--- config.mk ---
export PLATFORM = sky130hd
export DESIGN_NAME = crf_seq
export DESIGN_NICKNAME = d
export VERILOG_FILES = /design/src/hw/rtl/crf_pkg.sv /design/src/hw/rtl/crf_seq.sv
export SDC_FILE = /design/constraint.sdc
export NUM_CORES = 1
export LEC_CHECK = 0
export ABC_CLOCK_PERIOD_IN_PS = 4600
export BUFFER_PORTS_ARGS = -buffer_cell sky130_fd_sc_hd__buf_2
export CELL_PAD_IN_SITES_DETAIL_PLACEMENT = 1
export CELL_PAD_IN_SITES_GLOBAL_PLACEMENT = 1
export CORE_MARGIN = 5
export CORE_UTILIZATION = 30
export DETAILED_ROUTE_END_ITERATION = 6
export PLACE_DENSITY_LB_ADDON = 0.1
export REMOVE_ABC_BUFFERS = 1
export SLEW_MARGIN = 20
export SYNTH_ARGS = -nofsm -noshare
export SYNTH_HDL_FRONTEND = slang
export SYNTH_SLANG_ARGS = --single-unit
--- constraint.sdc ---
create_clock -name clock -period 4.6 [get_ports clock]
set_clock_uncertainty 0.15 [all_clocks]
set_input_delay 0.92 -clock clock [delete_from_list [all_inputs] [get_ports clock]]
set_output_delay 0.92 -clock clock [all_outputs]
set_load 0.1 [all_outputs]
--- src/hw/rtl/crf_pkg.sv ---
// shared types and codes for the closable ring fifo
// no dependencies; imported by crf_seq, the top level and the checker
`timescale 1ns / 1ps
`default_nettype none

package crf_pkg;

   // default sizing
   localparam int DEPTH_DEF        = 1024;
   localparam int ELEMENT_BITS_DEF = 64;
   localparam int MAX_BURST_DEF    = 64;

   // fixed field widths of the request and response
   localparam int CMD_W    = 3;
   localparam int DATA_W   = 64;
   localparam int COUNT_W  = 7;
   localparam int STATUS_W = 2;
   localparam int FILL_W   = 11;

   localparam int REQ_TDATA_W = 72;
   localparam int RSP_TDATA_W = 80;
   localparam int RSP_TUSER_W = 3;

   // command codes
   localparam logic [CMD_W-1:0] CMD_PUSH   = 3'd0;
   localparam logic [CMD_W-1:0] CMD_PUSH_N = 3'd1;
   localparam logic [CMD_W-1:0] CMD_PULL   = 3'd2;
   localparam logic [CMD_W-1:0] CMD_PULL_N = 3'd3;
   localparam logic [CMD_W-1:0] CMD_CLOSE  = 3'd4;

   // response status codes
   localparam logic [STATUS_W-1:0] ST_OK     = 2'd0;
   localparam logic [STATUS_W-1:0] ST_WAIT   = 2'd1;
   localparam logic [STATUS_W-1:0] ST_CLOSED = 2'd2;

   // response fields apart from the element itself
   typedef struct packed {
      logic [STATUS_W-1:0] status;
      logic                data_valid;
      logic                last;
      logic [FILL_W-1:0]   fill_level;
   } crf_meta_type;

   // sequencer result stage towards the output register
   typedef struct packed {
      logic         valid;
      crf_meta_type meta;
   } crf_stage_type;

endpackage : crf_pkg

`default_nettype wire

--- src/hw/rtl/crf_seq.sv ---
// command sequencer: pointers, fill count, open flag, burst read issue
// depends on crf_pkg; drives the ports of crf_ram
`timescale 1ns / 1ps
`default_nettype none

module crf_seq #(
   parameter int DEPTH        = crf_pkg::DEPTH_DEF,
   parameter int ELEMENT_BITS = crf_pkg::ELEMENT_BITS_DEF,
   parameter int MAX_BURST    = crf_pkg::MAX_BURST_DEF
) (
   input  wire logic                             clock,
   input  wire logic                             reset,
   input  wire logic                             req_valid,
   output logic                                  req_ready,
   input  wire logic [crf_pkg::CMD_W-1:0]        req_cmd,
   input  wire logic [ELEMENT_BITS-1:0]          req_value,
   input  wire logic [crf_pkg::COUNT_W-1:0]      req_count,
   output crf_pkg::crf_stage_type                stage,
   input  wire logic                             stage_take,
   output logic                                  wr_en,
   output logic [$clog2(DEPTH)-1:0]              wr_addr,
   output logic [ELEMENT_BITS-1:0]               wr_data,
   output logic                                  rd_en,
   output logic [$clog2(DEPTH)-1:0]              rd_addr
);

   import crf_pkg::*;

   localparam int PTR_W   = $clog2(DEPTH);
   localparam int CNT_W   = $clog2(DEPTH + 1);
   localparam int BURST_W = $clog2(MAX_BURST + 1);
   localparam int SUM_W   = CNT_W + BURST_W;

   typedef enum logic [1:0] {
      S_IDLE  = 2'b01,
      S_BURST = 2'b10
   } state_type;

   state_type           state_ff, state_in;
   logic [PTR_W-1:0]    rp_ff, rp_in, wp_ff, wp_in, rp_next, wp_next;
   logic [CNT_W-1:0]    held_ff, held_in, held_inc, held_dec;
   logic                open_ff, open_in;
   logic [BURST_W-1:0]  left_ff, left_in, cnt;
   logic                tail_ff, tail_in;
   logic                s1_valid_ff, s1_valid_in;
   crf_meta_type        s1_meta_ff, s1_meta_in;
   logic                load_ok, accept;
   logic [SUM_W-1:0]    room_sum;

   assign rp_next  = (rp_ff == PTR_W'(DEPTH - 1)) ? '0 : rp_ff + 1'b1;
   assign wp_next  = (wp_ff == PTR_W'(DEPTH - 1)) ? '0 : wp_ff + 1'b1;
   assign held_inc = held_ff + 1'b1;
   assign held_dec = held_ff - 1'b1;

   // count saturated into 1..MAX_BURST
   always_comb begin
      priority if (req_count == '0) begin
         cnt = BURST_W'(1);
      end else if (req_count > COUNT_W'(MAX_BURST)) begin
         cnt = BURST_W'(MAX_BURST);
      end else begin
         cnt = BURST_W'(req_count);
      end
   end

   assign room_sum  = SUM_W'(held_ff) + SUM_W'(cnt);
   assign load_ok   = !s1_valid_ff || stage_take;
   assign req_ready = (state_ff == S_IDLE) && load_ok;
   assign accept    = req_valid && req_ready;

   assign wr_addr = wp_ff;
   assign wr_data = req_value;
   assign rd_addr = rp_ff;

   always_comb begin
      state_in    = state_ff;
      rp_in       = rp_ff;
      wp_in       = wp_ff;
      held_in     = held_ff;
      open_in     = open_ff;
      left_in     = left_ff;
      tail_in     = tail_ff;
      s1_valid_in = s1_valid_ff && !stage_take;
      s1_meta_in  = s1_meta_ff;
      wr_en       = 1'b0;
      rd_en       = 1'b0;

      unique case (state_ff)
         S_IDLE: begin
            if (accept) begin
               s1_valid_in           = 1'b1;
               s1_meta_in.status     = ST_OK;
               s1_meta_in.data_valid = 1'b0;
               s1_meta_in.last       = 1'b1;
               s1_meta_in.fill_level = FILL_W'(held_ff);
               unique case (req_cmd)
                  CMD_PUSH: begin
                     priority if (!open_ff) begin
                        s1_meta_in.status = ST_CLOSED;
                     end else if (held_ff == CNT_W'(DEPTH)) begin
                        s1_meta_in.status = ST_WAIT;
                     end else begin
                        wr_en                 = 1'b1;
                        wp_in                 = wp_next;
                        held_in               = held_inc;
                        s1_meta_in.fill_level = FILL_W'(held_inc);
                     end
                  end
                  CMD_PUSH_N: begin
                     priority if (!open_ff) begin
                        s1_meta_in.status = ST_CLOSED;
                     end else if (room_sum > SUM_W'(DEPTH)) begin
                        s1_meta_in.status = ST_WAIT;
                     end else begin
                        s1_meta_in.status = ST_OK;
                     end
                  end
                  CMD_PULL: begin
                     if (held_ff == '0) begin
                        s1_meta_in.status = open_ff ? ST_WAIT : ST_CLOSED;
                     end else begin
                        rd_en                 = 1'b1;
                        rp_in                 = rp_next;
                        held_in               = held_dec;
                        s1_meta_in.data_valid = 1'b1;
                        s1_meta_in.fill_level = FILL_W'(held_dec);
                     end
                  end
                  CMD_PULL_N: begin
                     priority if (SUM_W'(held_ff) >= SUM_W'(cnt)) begin
                        // full run, first element now
                        rd_en                 = 1'b1;
                        rp_in                 = rp_next;
                        held_in               = held_dec;
                        s1_meta_in.data_valid = 1'b1;
                        s1_meta_in.last       = (cnt == BURST_W'(1));
                        s1_meta_in.fill_level = FILL_W'(held_dec);
                        left_in               = cnt - 1'b1;
                        tail_in               = 1'b0;
                        if (cnt != BURST_W'(1)) begin
                           state_in = S_BURST;
                        end
                     end else if (open_ff) begin
                        s1_meta_in.status = ST_WAIT;
                     end else if (held_ff == '0) begin
                        s1_meta_in.status = ST_CLOSED;
                     end else begin
                        // closed and short: drain, then a closed marker
                        rd_en                 = 1'b1;
                        rp_in                 = rp_next;
                        held_in               = held_dec;
                        s1_meta_in.data_valid = 1'b1;
                        s1_meta_in.last       = 1'b0;
                        s1_meta_in.fill_level = FILL_W'(held_dec);
                        left_in               = BURST_W'(held_dec);
                        tail_in               = 1'b1;
                        state_in              = S_BURST;
                     end
                  end
                  CMD_CLOSE: begin
                     open_in = 1'b0;
                  end
                  default: begin
                  end
               endcase
            end
         end
         S_BURST: begin
            if (load_ok) begin
               s1_valid_in = 1'b1;
               if (left_ff != '0) begin
                  rd_en                 = 1'b1;
                  rp_in                 = rp_next;
                  held_in               = held_dec;
                  left_in               = left_ff - 1'b1;
                  s1_meta_in.status     = ST_OK;
                  s1_meta_in.data_valid = 1'b1;
                  s1_meta_in.last       = (left_ff == BURST_W'(1)) && !tail_ff;
                  s1_meta_in.fill_level = FILL_W'(held_dec);
                  if ((left_ff == BURST_W'(1)) && !tail_ff) begin
                     state_in = S_IDLE;
                  end
               end else begin
                  s1_meta_in.status     = ST_CLOSED;
                  s1_meta_in.data_valid = 1'b0;
                  s1_meta_in.last       = 1'b1;
                  s1_meta_in.fill_level = FILL_W'(held_ff);
                  tail_in               = 1'b0;
                  state_in              = S_IDLE;
               end
            end
         end
         default: begin
            state_in = S_IDLE;
         end
      endcase
   end

   always_ff @(posedge clock) begin
      if (reset) begin
         state_ff    <= S_IDLE;
         rp_ff       <= '0;
         wp_ff       <= '0;
         held_ff     <= '0;
         open_ff     <= 1'b1;
         left_ff     <= '0;
         tail_ff     <= 1'b0;
         s1_valid_ff <= 1'b0;
      end else begin
         state_ff    <= state_in;
         rp_ff       <= rp_in;
         wp_ff       <= wp_in;
         held_ff     <= held_in;
         open_ff     <= open_in;
         left_ff     <= left_in;
         tail_ff     <= tail_in;
         s1_valid_ff <= s1_valid_in;
      end
   end

   always_ff @(posedge clock) begin
      s1_meta_ff <= s1_meta_in;
   end

   assign stage.valid = s1_valid_ff;
   assign stage.meta  = s1_meta_ff;

endmodule : crf_seq

`default_nettype wire

==> flow_summary.yaml, run 1 <==
clocking:
  clockRootBuffer: "clkbuf_16"
  clock_latency_ps: 350
  cts_made_buffers: 9
  cts.clk_slew.worst_paths_ps: 60
  hold_buffers: 0
  cts_tree: "done"
  clock_sinks: 58
  h-tree-depth: 3
  cts_buffer_depth: 2
job:
  maxCapViolCount: 0
critical_path:
  reg2reg_to: "held_ff[8]"
  r2r_start: "state_ff[0]"
  arrival_ps: 3280
  crit_path_max_fanout: 2
  rrSetupSlack_ps: 1470
  start_kind: "input pin"
  reg2reg_depth: 9
  path_class: "in -> out"
  required_ps: 3530
  worstSetupEndpointType: "output port"
timing:
  relSlewSlack_pct: 48.6
  rsz0062_at_grt: "no"
  finalCriticalPeriod_ps: 4350
  fmax_mhz: 230
  setup_violations: 0
  fin_crit_sh_pct: 94.7
  hold_viol: 0
  worst_slew_pin_slew_ps: 765
  tns_ps: 0
  maxSlewViolCount: 0
  timing.final.ws_setup_ps: 245
power:
  comb_power_share_pct: 61.8
  clkPwrFrac_pct: 18.7
  power.total_uw: 3680
  power-per-cell-area_nw_per_um2: 615
  switchingPower_uw: 1940
  leakagePower_uw: 0.00242
  p_int_uw: 1740
  p_sw_share_pct: 52.7
  peakVddDrop_mv: 0.256
  seqPwrFrac_pct: 19.4
grt:
  gr-usage-all-layers_pct: 24.3
  grt_overflow_total: 0
  antenna_found_initial: 0
  grt_max_degree: 35
  grt_pass1_vias: 5477
  grt_pass1_wl_mm: 37.4
logic_synthesis:
  ys_seq_elements: 58
  synth.top_cells.by_area: "dfxtp_1, buf_4, edfxtp_1"
  synth_edf_count: 15
  syn_avg_cell_area_um2: 7.51
  synth_top_cell_by_area: "dfxtp_1"
  synth_top_area_share_pct: 15.8
  syn-cell-area_um2: 5450
  synth-warning-count: 0
  ys_seq_area_share_pct: 24.1
  synth_common_cells: "buf_4, nand2_1, nor2_1"
  synth_flop_cell: "dfxtp_1"
  ys_types: 78
  synth_cells: 725
  synth-async-reset-ratio_pct: 0
floorplanning:
  coreArea_um2: 17900
  die_y_um: 145
  num_rows: 49
  dieArea_um2: 21000
  io_pins: 181
  chipWidth_um: 145
  start_util_pct: 30.4
cells_and_area:
  final_nets: 830
  fill_cells: 2229
  stdcell_count: 960
  diodes: 0
  syn_to_final_growth_pct: 9.81
  layout-drive-gt1-share_pct: 18.6
place:
  dp.cells: 943
  hpwl_mm: 19.3
  place_ws_ps: -16.4
  gp_congestion: 0.943
  port_buffers: 52
route:
  num_vias: 5655
  highest_layer: "met5"
  routed_via_density: 5.89
  drtAntennaViolNets: 0
  wl_per_cell_um: 26.7
  detailroute.wirelength.met3_mm: 2.94
  dr.first_iter.drc_count: 382
  drt_pass1_iterations: 5
  drt_wl_total_mm: 25.6
  wl_met1_mm: 11.2
  wl_met2_mm: 10.9
  drc: 0
status:
  outcome: "finished, final reports clean"
min_path:
  min_path_cells: 2
  worstHoldStart: "tail_ff"
  worstHoldPathType: "reg -> reg"
  worst_hold_path.endpoint: "tail_ff"
-- worst max path at each step --
stage	startpoint	to	slack, ps	cells past startpoint
final	req_count[2]	rd_en	250	16
after global routing	req_count[2]	rd_en	30	16
after CTS	req_count[2]	rd_en	30	16
after detailed placement	req_count[2]	rd_en	-20	16
after global placement	req_count[2]	rd_en	30	16
after floorplan	req_count[2]	rd_en	-760	12
-- area by class of cell --
cell class	instances	area, µm²	share of cell area (%)
multi-input cells	534	3390	56.7
flip-flops and latches	58	1310	21.9
repair buffers	94	582	9.73
well taps	229	287	4.79
clock buffers	12	278	4.64
inverters	29	113	1.88
clock inverters	4	22.5	0.376
-- per-layer routing --
| metal | vias to the layer above | global-route usage [%] |
|---|---|---|
| li1 | 2566 | - |
| met1 | 2803 | 31.5 |
| met2 | 254 | 35.4 |
| met3 | 26 | 12.2 |
| met4 | 6 | 5.65 |
| met5 | - | 6.94 |
-- flip-flops by register name, indices dropped and copies added, names as in the netlist --
name and cells:
stage 15, s1_valid_ff 1, rd_addr 10, left_ff 7
wr_addr 10, tail_ff 1, state_ff 2, open_ff 1
held_ff 11
-- logic make-up after synthesis --
logic type	share of synthesized area, %
XOR/XNOR	4.82
adder cells (fa/ha/maj)	6.11
buffers and inverters	14.2
AO/OA/AOI/OAI	24.1
AND/OR/NAND/NOR	25.5
flip-flops	24.1
multiplexers	1.17
-- layout by cell type, fill, tap and decap left out, drive strengths merged, types with 7 or more instances in the layout --
cell type,instances
and2,11
o31ai,10
dfxtp,43
a211oi,8
a21oi,56
a31oi,15
nor2b,8
nand3,29
nand2,66
nand4,13
xor2,13
o21ai,44
nor4,9
or3,14
nor2,63
ha,25
clkbuf,12
inv,27
edfxtp,15
and3,7
nand2b,10
o32ai,7
xnor2,17
buf,94
nor3,23
-- worst max-delay path, stage by stage --
cell and delay [ps]:
buf_2 110, nor4_2 280, nor2b_2 170, o21ai_0 100, inv_1 100, ha_1 240, nand2b_1 160, a211oi_2 210
buf_4 150, o31ai_4 60, o21ai_2 130, buf_4 130, a21oi_2 60, a22oi_1 180, nor2_1 90, buf_6 190
-- repair_timing --
action                     4_1_cts  5_1_grt
setup endpoints to repair        1        1
gates cloned                     0        0
buffers inserted                 0        1
pin swaps                        0        0
gates resized for setup          1        7
-- power by group through the flow --
stage / Sequential (µW) / Clock (µW) / Combinational (µW)
finish: 715 / 689 / 2280
global placement: 722 / 0 / 2230
detailed placement: 724 / 0 / 2240
floorplan: 1060 / 0 / 1180
CTS: 714 / 709 / 2250
global route: 727 / 726 / 2440
-- stage by stage --
step           cell area, µm²  utilization, %  hold slack (ps)
4_1_cts                  5940            33.2              342
5_1_grt                  5980            33.4              366
6_report                 5980            33.4              344
3_3_place_gp             5640            31.5              322
2_1_floorplan            4780               -              293
3_5_place_dp             5640            31.5              330
Power figures use the tool's default switching activity.
==> inputs of run 2 (changes only) <==
- PLACE_DENSITY: not set -> 0.67
- PLACE_DENSITY_LB_ADDON: 0.1 -> not set
==> run 2 against run 1 <==
Effect of this change:
- die area stayed put
- cell area is 0.75% lower
- critical endpoint unchanged
- routed wire length is 4.8% lower
- power is 2.5% lower
- utilization is 0.25 points lower
- sequential cell count stayed put
- critical path type unchanged
- via count is 1.6% lower
==> flow_summary.yaml, run 2 (synthesis gave the netlist of run 1 again) <==
cells_and_area:
  syn_to_final_growth_pct: 8.98
  fill_cells: 2228
  fin_area_um2: 5940
  final_cell_mix: "nand2_1, nor2_1, a21oi_1, buf_2, dfxtp_1"
  final_nets: 828
  diodes: 0
  final_common_cell: "nand2_1"
  layout-drive-gt1-share_pct: 17.6
  largest_reg_flops: 15
route:
  num_vias: 5565
  drc: 0
  drt_wl_total_mm: 24.4
  routed_via_density: 5.81
  dr.first_iter.drc_count: 403
  drt_pass1_iterations: 5
  wl_per_cell_um: 25.4
  drtAntennaViolNets: 0
clocking:
  clock_sinks: 58
  cts_made_buffers: 9
  cts_tree: "done"
  cts_buffer_depth: 2
  hold_buffers: 0
  clockRootBuffer: "clkbuf_16"
  cts.clk_slew.worst_paths_ps: 50
  h-tree-depth: 3
  clock_latency_ps: 350
place:
  placed_cell_area_um2: 5630
  gp_congestion: 0.926
  hpwl_mm: 18.2
  port_buffers: 52
grt:
  antenna_found_initial: 0
  grt_overflow_total: 0
  grt_pass1_wl_mm: 36.5
  met2_usage_pct: 33.6
  grt_pass1_vias: 5429
  use_met1_pct: 30.1
  top_usage_layer: "met2"
  gr-usage-all-layers_pct: 23.4
  grt_max_degree: 39
  grtUsageMet3_pct: 12.6
timing:
  maxSlewViolCount: 0
  finalCriticalPeriod_ps: 4360
  relSlewSlack_pct: 47.8
  fmax_mhz: 229
  setup_violations: 0
  worst_slew_pin_slew_ps: 782
  fin_crit_sh_pct: 94.8
  holdWs_ps: 339
  rsz0062_at_grt: "no"
  hold_viol: 0
floorplanning:
  io_pins: 181
  dieArea_um2: 21000
  num_rows: 49
  start_util_pct: 30.4
  die_y_um: 145
  coreArea_um2: 17900
  chipWidth_um: 145
status:
  outcome: "finished, final reports clean"
power:
  leakagePower_uw: 0.00240
  power.total_uw: 3590
  peakVddDrop_mv: 0.211
  power-per-cell-area_nw_per_um2: 604
critical_path:
  required_ps: 3530
  crit_path_max_fanout: 2
  worstSetupEndpointType: "output port"
  path_class: "in -> out"
  arrival_ps: 3290
  start_kind: "input pin"
min_path:
  worstHoldPathType: "reg -> reg"
job:
  maxCapViolCount: 0
-- run 2: cell count changes in the layout (fill, tap and decap cells not counted), sizes merged --
cell | previous run | this run
buf | 94 | 92
clkbuf | 12 | 11
clkinv | 4 | 7
clkinvlp | 2 | 0
-- run 2: final timing paths --
kind	startpoint	to	slack (ps)	depth (start not counted)
hold reg to reg	rd_addr[1]	rd_addr[1]	340	2
setup reg to reg	held_ff[0]	stage[13]	1420	11
hold / removal	rd_addr[1]	rd_addr[1]	340	2
setup / recovery	req_count[3]	rd_en	240	16
-- run 2: power breakdown --
group / switching [µW] / internal [µW]
Combinational: 1550 / 676
Clock: 260 / 393
Sequential: 80.6 / 633
-- run 2: what timing repair did --
item | 4_1_cts | 5_1_grt
resized for setup | 1 | 5
buffers inserted | 0 | 1
endpoints found under the setup margin | 1 | 1
pin swaps | 0 | 2
-- run 2: through the flow --
step           setup slack (ps)  utilization [%]  instances  setup TNS (ps)
3_3_place_gp               75.0             31.4        941               0
3_5_place_dp              -42.4             31.4        941           -42.4
5_1_grt                    20.7             33.2        958               0
6_report                    241             33.2        958               0
2_1_floorplan              -764                -        621            -764
4_1_cts                    18.7             33.0        957               0
-- run 2: layout make-up --
class                           count  area, µm²  share of cell area, %
Inverter                           29        109                   1.83
Clock inverter                      5       27.5                  0.464
Tap cell                          229        287                   4.83
Timing Repair Buffer               92        567                   9.55
Multi-Input combinational cell    534       3380                   57.0
Clock buffer                       11        254                   4.28
Sequential cell                    58       1310                   22.1
-- run 2: per-layer routing --
metal | part of all wire, % | routed length (µm) | vias to the layer above
met5 | 0.48 | 118 | -
met4 | 1.5 | 369 | 4
met3 | 13 | 3140 | 30
met2 | 42 | 10200 | 270
met1 | 43 | 10600 | 2699
li1 | - | - | 2562
-- run 2: critical path: stages --
cell,delay [ps]
buf_2,120
nor4_4,280
nor2b_1,160
o21ai_1,80
inv_1,90
ha_1,230
nand2b_1,140
a211oi_1,230
buf_4,160
o31ai_4,50
o21ai_1,130
buf_4,130
a21oi_2,70
a22oi_1,200
nor2_1,90
buf_6,190
==> inputs of run 3 (changes only) <==
- PLACE_DENSITY: 0.67 -> 0.65
==> run 3 against run 2 <==
Effect of this change:
- sequential share of layout area decreased by 0.14 points
- register-to-register slack about the same
- highest routed layer unchanged
- first-iteration DRC count increased by 37%
- cell count decreased by 0.10%
- global-route usage increased by 1.0 points
- hold slack got worse by 9.1 ps
- cell area increased by 0.65%
- via count increased by 2.6%
- combinational power increased by 2%
- critical path depth unchanged
==> flow_summary.yaml, run 3 (synthesis gave the netlist of run 1 again) <==
power:
  clkPwrFrac_pct: 18.9
  power.total_uw: 3680
  p_sw_share_pct: 52.9
  power-per-cell-area_nw_per_um2: 616
  switchingPower_uw: 1950
  p_int_uw: 1730
  comb_power_share_pct: 61.6
  seqPwrFrac_pct: 19.4
  leakagePower_uw: 0.00241
  peakVddDrop_mv: 0.218
clocking:
  clock_sinks: 58
  cts_buffer_depth: 2
  h-tree-depth: 3
  hold_buffers: 0
  cts.clk_slew.worst_paths_ps: 60
  postCtsSetupRepairBufs: 0
  cts_made_buffers: 9
  cts_tree: "done"
  clockRootBuffer: "clkbuf_16"
  clock_latency_ps: 350
floorplanning:
  num_rows: 49
  die_y_um: 145
  chipWidth_um: 145
  dieArea_um2: 21000
  io_pins: 181
  coreArea_um2: 17900
  start_util_pct: 30.4
place:
  placed_cell_area_um2: 5630
  hpwl_mm: 19.4
  gp_congestion: 0.932
  port_buffers: 52
  place_ws_ps: -112
grt:
  gr-usage-all-layers_pct: 24.4
  grt_overflow_total: 0
  grt_max_degree: 41
  grt_pass1_wl_mm: 38.2
  grt_pass1_vias: 5717
  antenna_found_initial: 0
route:
  dr.first_iter.drc_count: 554
  drtAntennaViolNets: 0
  wl_per_cell_um: 26.5
  routed_via_density: 5.97
  drt_wl_total_mm: 25.4
  num_vias: 5712
  drt_pass1_iterations: 5
  drc: 0
timing:
  rsz0062_at_grt: "no"
  tns_ps: 0
  finalCriticalPeriod_ps: 4400
  fin_crit_sh_pct: 95.7
  maxSlewViolCount: 0
  setup_violations: 0
  timing.final.ws_setup_ps: 199
  worst_slew_pin_slew_ps: 799
  holdWs_ps: 330
  fmax_mhz: 227
  relSlewSlack_pct: 46.3
  hold_viol: 0
critical_path:
  required_ps: 3530
  worstSetupEndpointType: "output port"
  path_class: "in -> out"
  cp_common_cell: "buf_4"
  crit_path_max_fanout: 2
  cp_slowest_stage_delay_ps: 290
  start_kind: "input pin"
  arrival_ps: 3330
  crit_slowest_cell: "nor4_4"
  crit_chain: "buf_2, nor4_4, nor2b_2, o21ai_0, inv_1, ha_1, nand2b_1, a211oi_1, buf_4, o31ai_4, o21ai_2, buf_4, a21oi_2, a22oi_2, nor2_1, buf_6"
cells_and_area:
  final_cell_mix: "nand2_1, nor2_1, a21oi_1, buf_2, dfxtp_1"
  fin_area_um2: 5980
  diodes: 0
  largest_reg_flops: 15
  fill_cells: 2228
  syn_to_final_growth_pct: 9.69
  layout-drive-gt1-share_pct: 18.1
  final_common_cell: "nand2_1"
  final_nets: 827
job:
  maxCapViolCount: 0
status:
  outcome: "finished, final reports clean"
min_path:
  worstHoldPathType: "reg -> reg"
[run 3: metrics by stage]
step	util, %	std cells
floorplan	-	621
global placement	31.4	941
detailed placement	31.4	941
CTS	33.2	957
global route	33.4	957
finish	33.4	957
[run 3: power groups by stage]
stage               clock network, µW  registers [µW]  logic (µW)
floorplan                           0            1060        1180
detailed placement                  0             724        2230
CTS                               710             715        2240
global placement                    0             720        2180
finish                            697             715        2270
global route                      733             726        2420
[run 3: worst paths after layout]
check | start | end | slack, ps | depth (start not counted)
setup / recovery | req_count[2] | rd_en | 200 | 16
hold / removal | tail_ff | tail_ff | 330 | 2
setup reg to reg | held_ff[0] | stage[13] | 1410 | 11
hold reg to reg | tail_ff | tail_ff | 330 | 2
[run 3: cell type report]
cell class,instances,area [µm²],area share (%)
clock buffers,11,275,4.61
clock inverters,5,33.8,0.565
inverters,29,109,1.82
multi-input cells,534,3400,56.9
flip-flops and latches,58,1310,21.9
well taps,229,287,4.79
repair buffers,91,559,9.36
[run 3: worst max-delay path, delay by kind of cell]
| family | cells | cell delay [ps] |
|---|---|---|
| and+or+nand+nor | 4 | 700 |
| buffers and inverters | 5 | 710 |
| AOI/OAI and AO/OA | 6 | 760 |
| adders and majority gates | 1 | 250 |
[run 3: metal layers]
layer	share of wire, %	vias to the layer above	track usage, %
li1	-	2558	-
met1	44	2851	31.8
met2	43	269	36.6
met3	11	28	11.2
met4	1.4	6	4.71
met5	0.67	-	7.18
[run 3: timing repair]
action                                  in CTS  in global routing
endpoints found under the setup margin       1                  1
resized for setup                            2                  6
pin swaps                                    0                  0
hold endpoints to repair                     0                  0
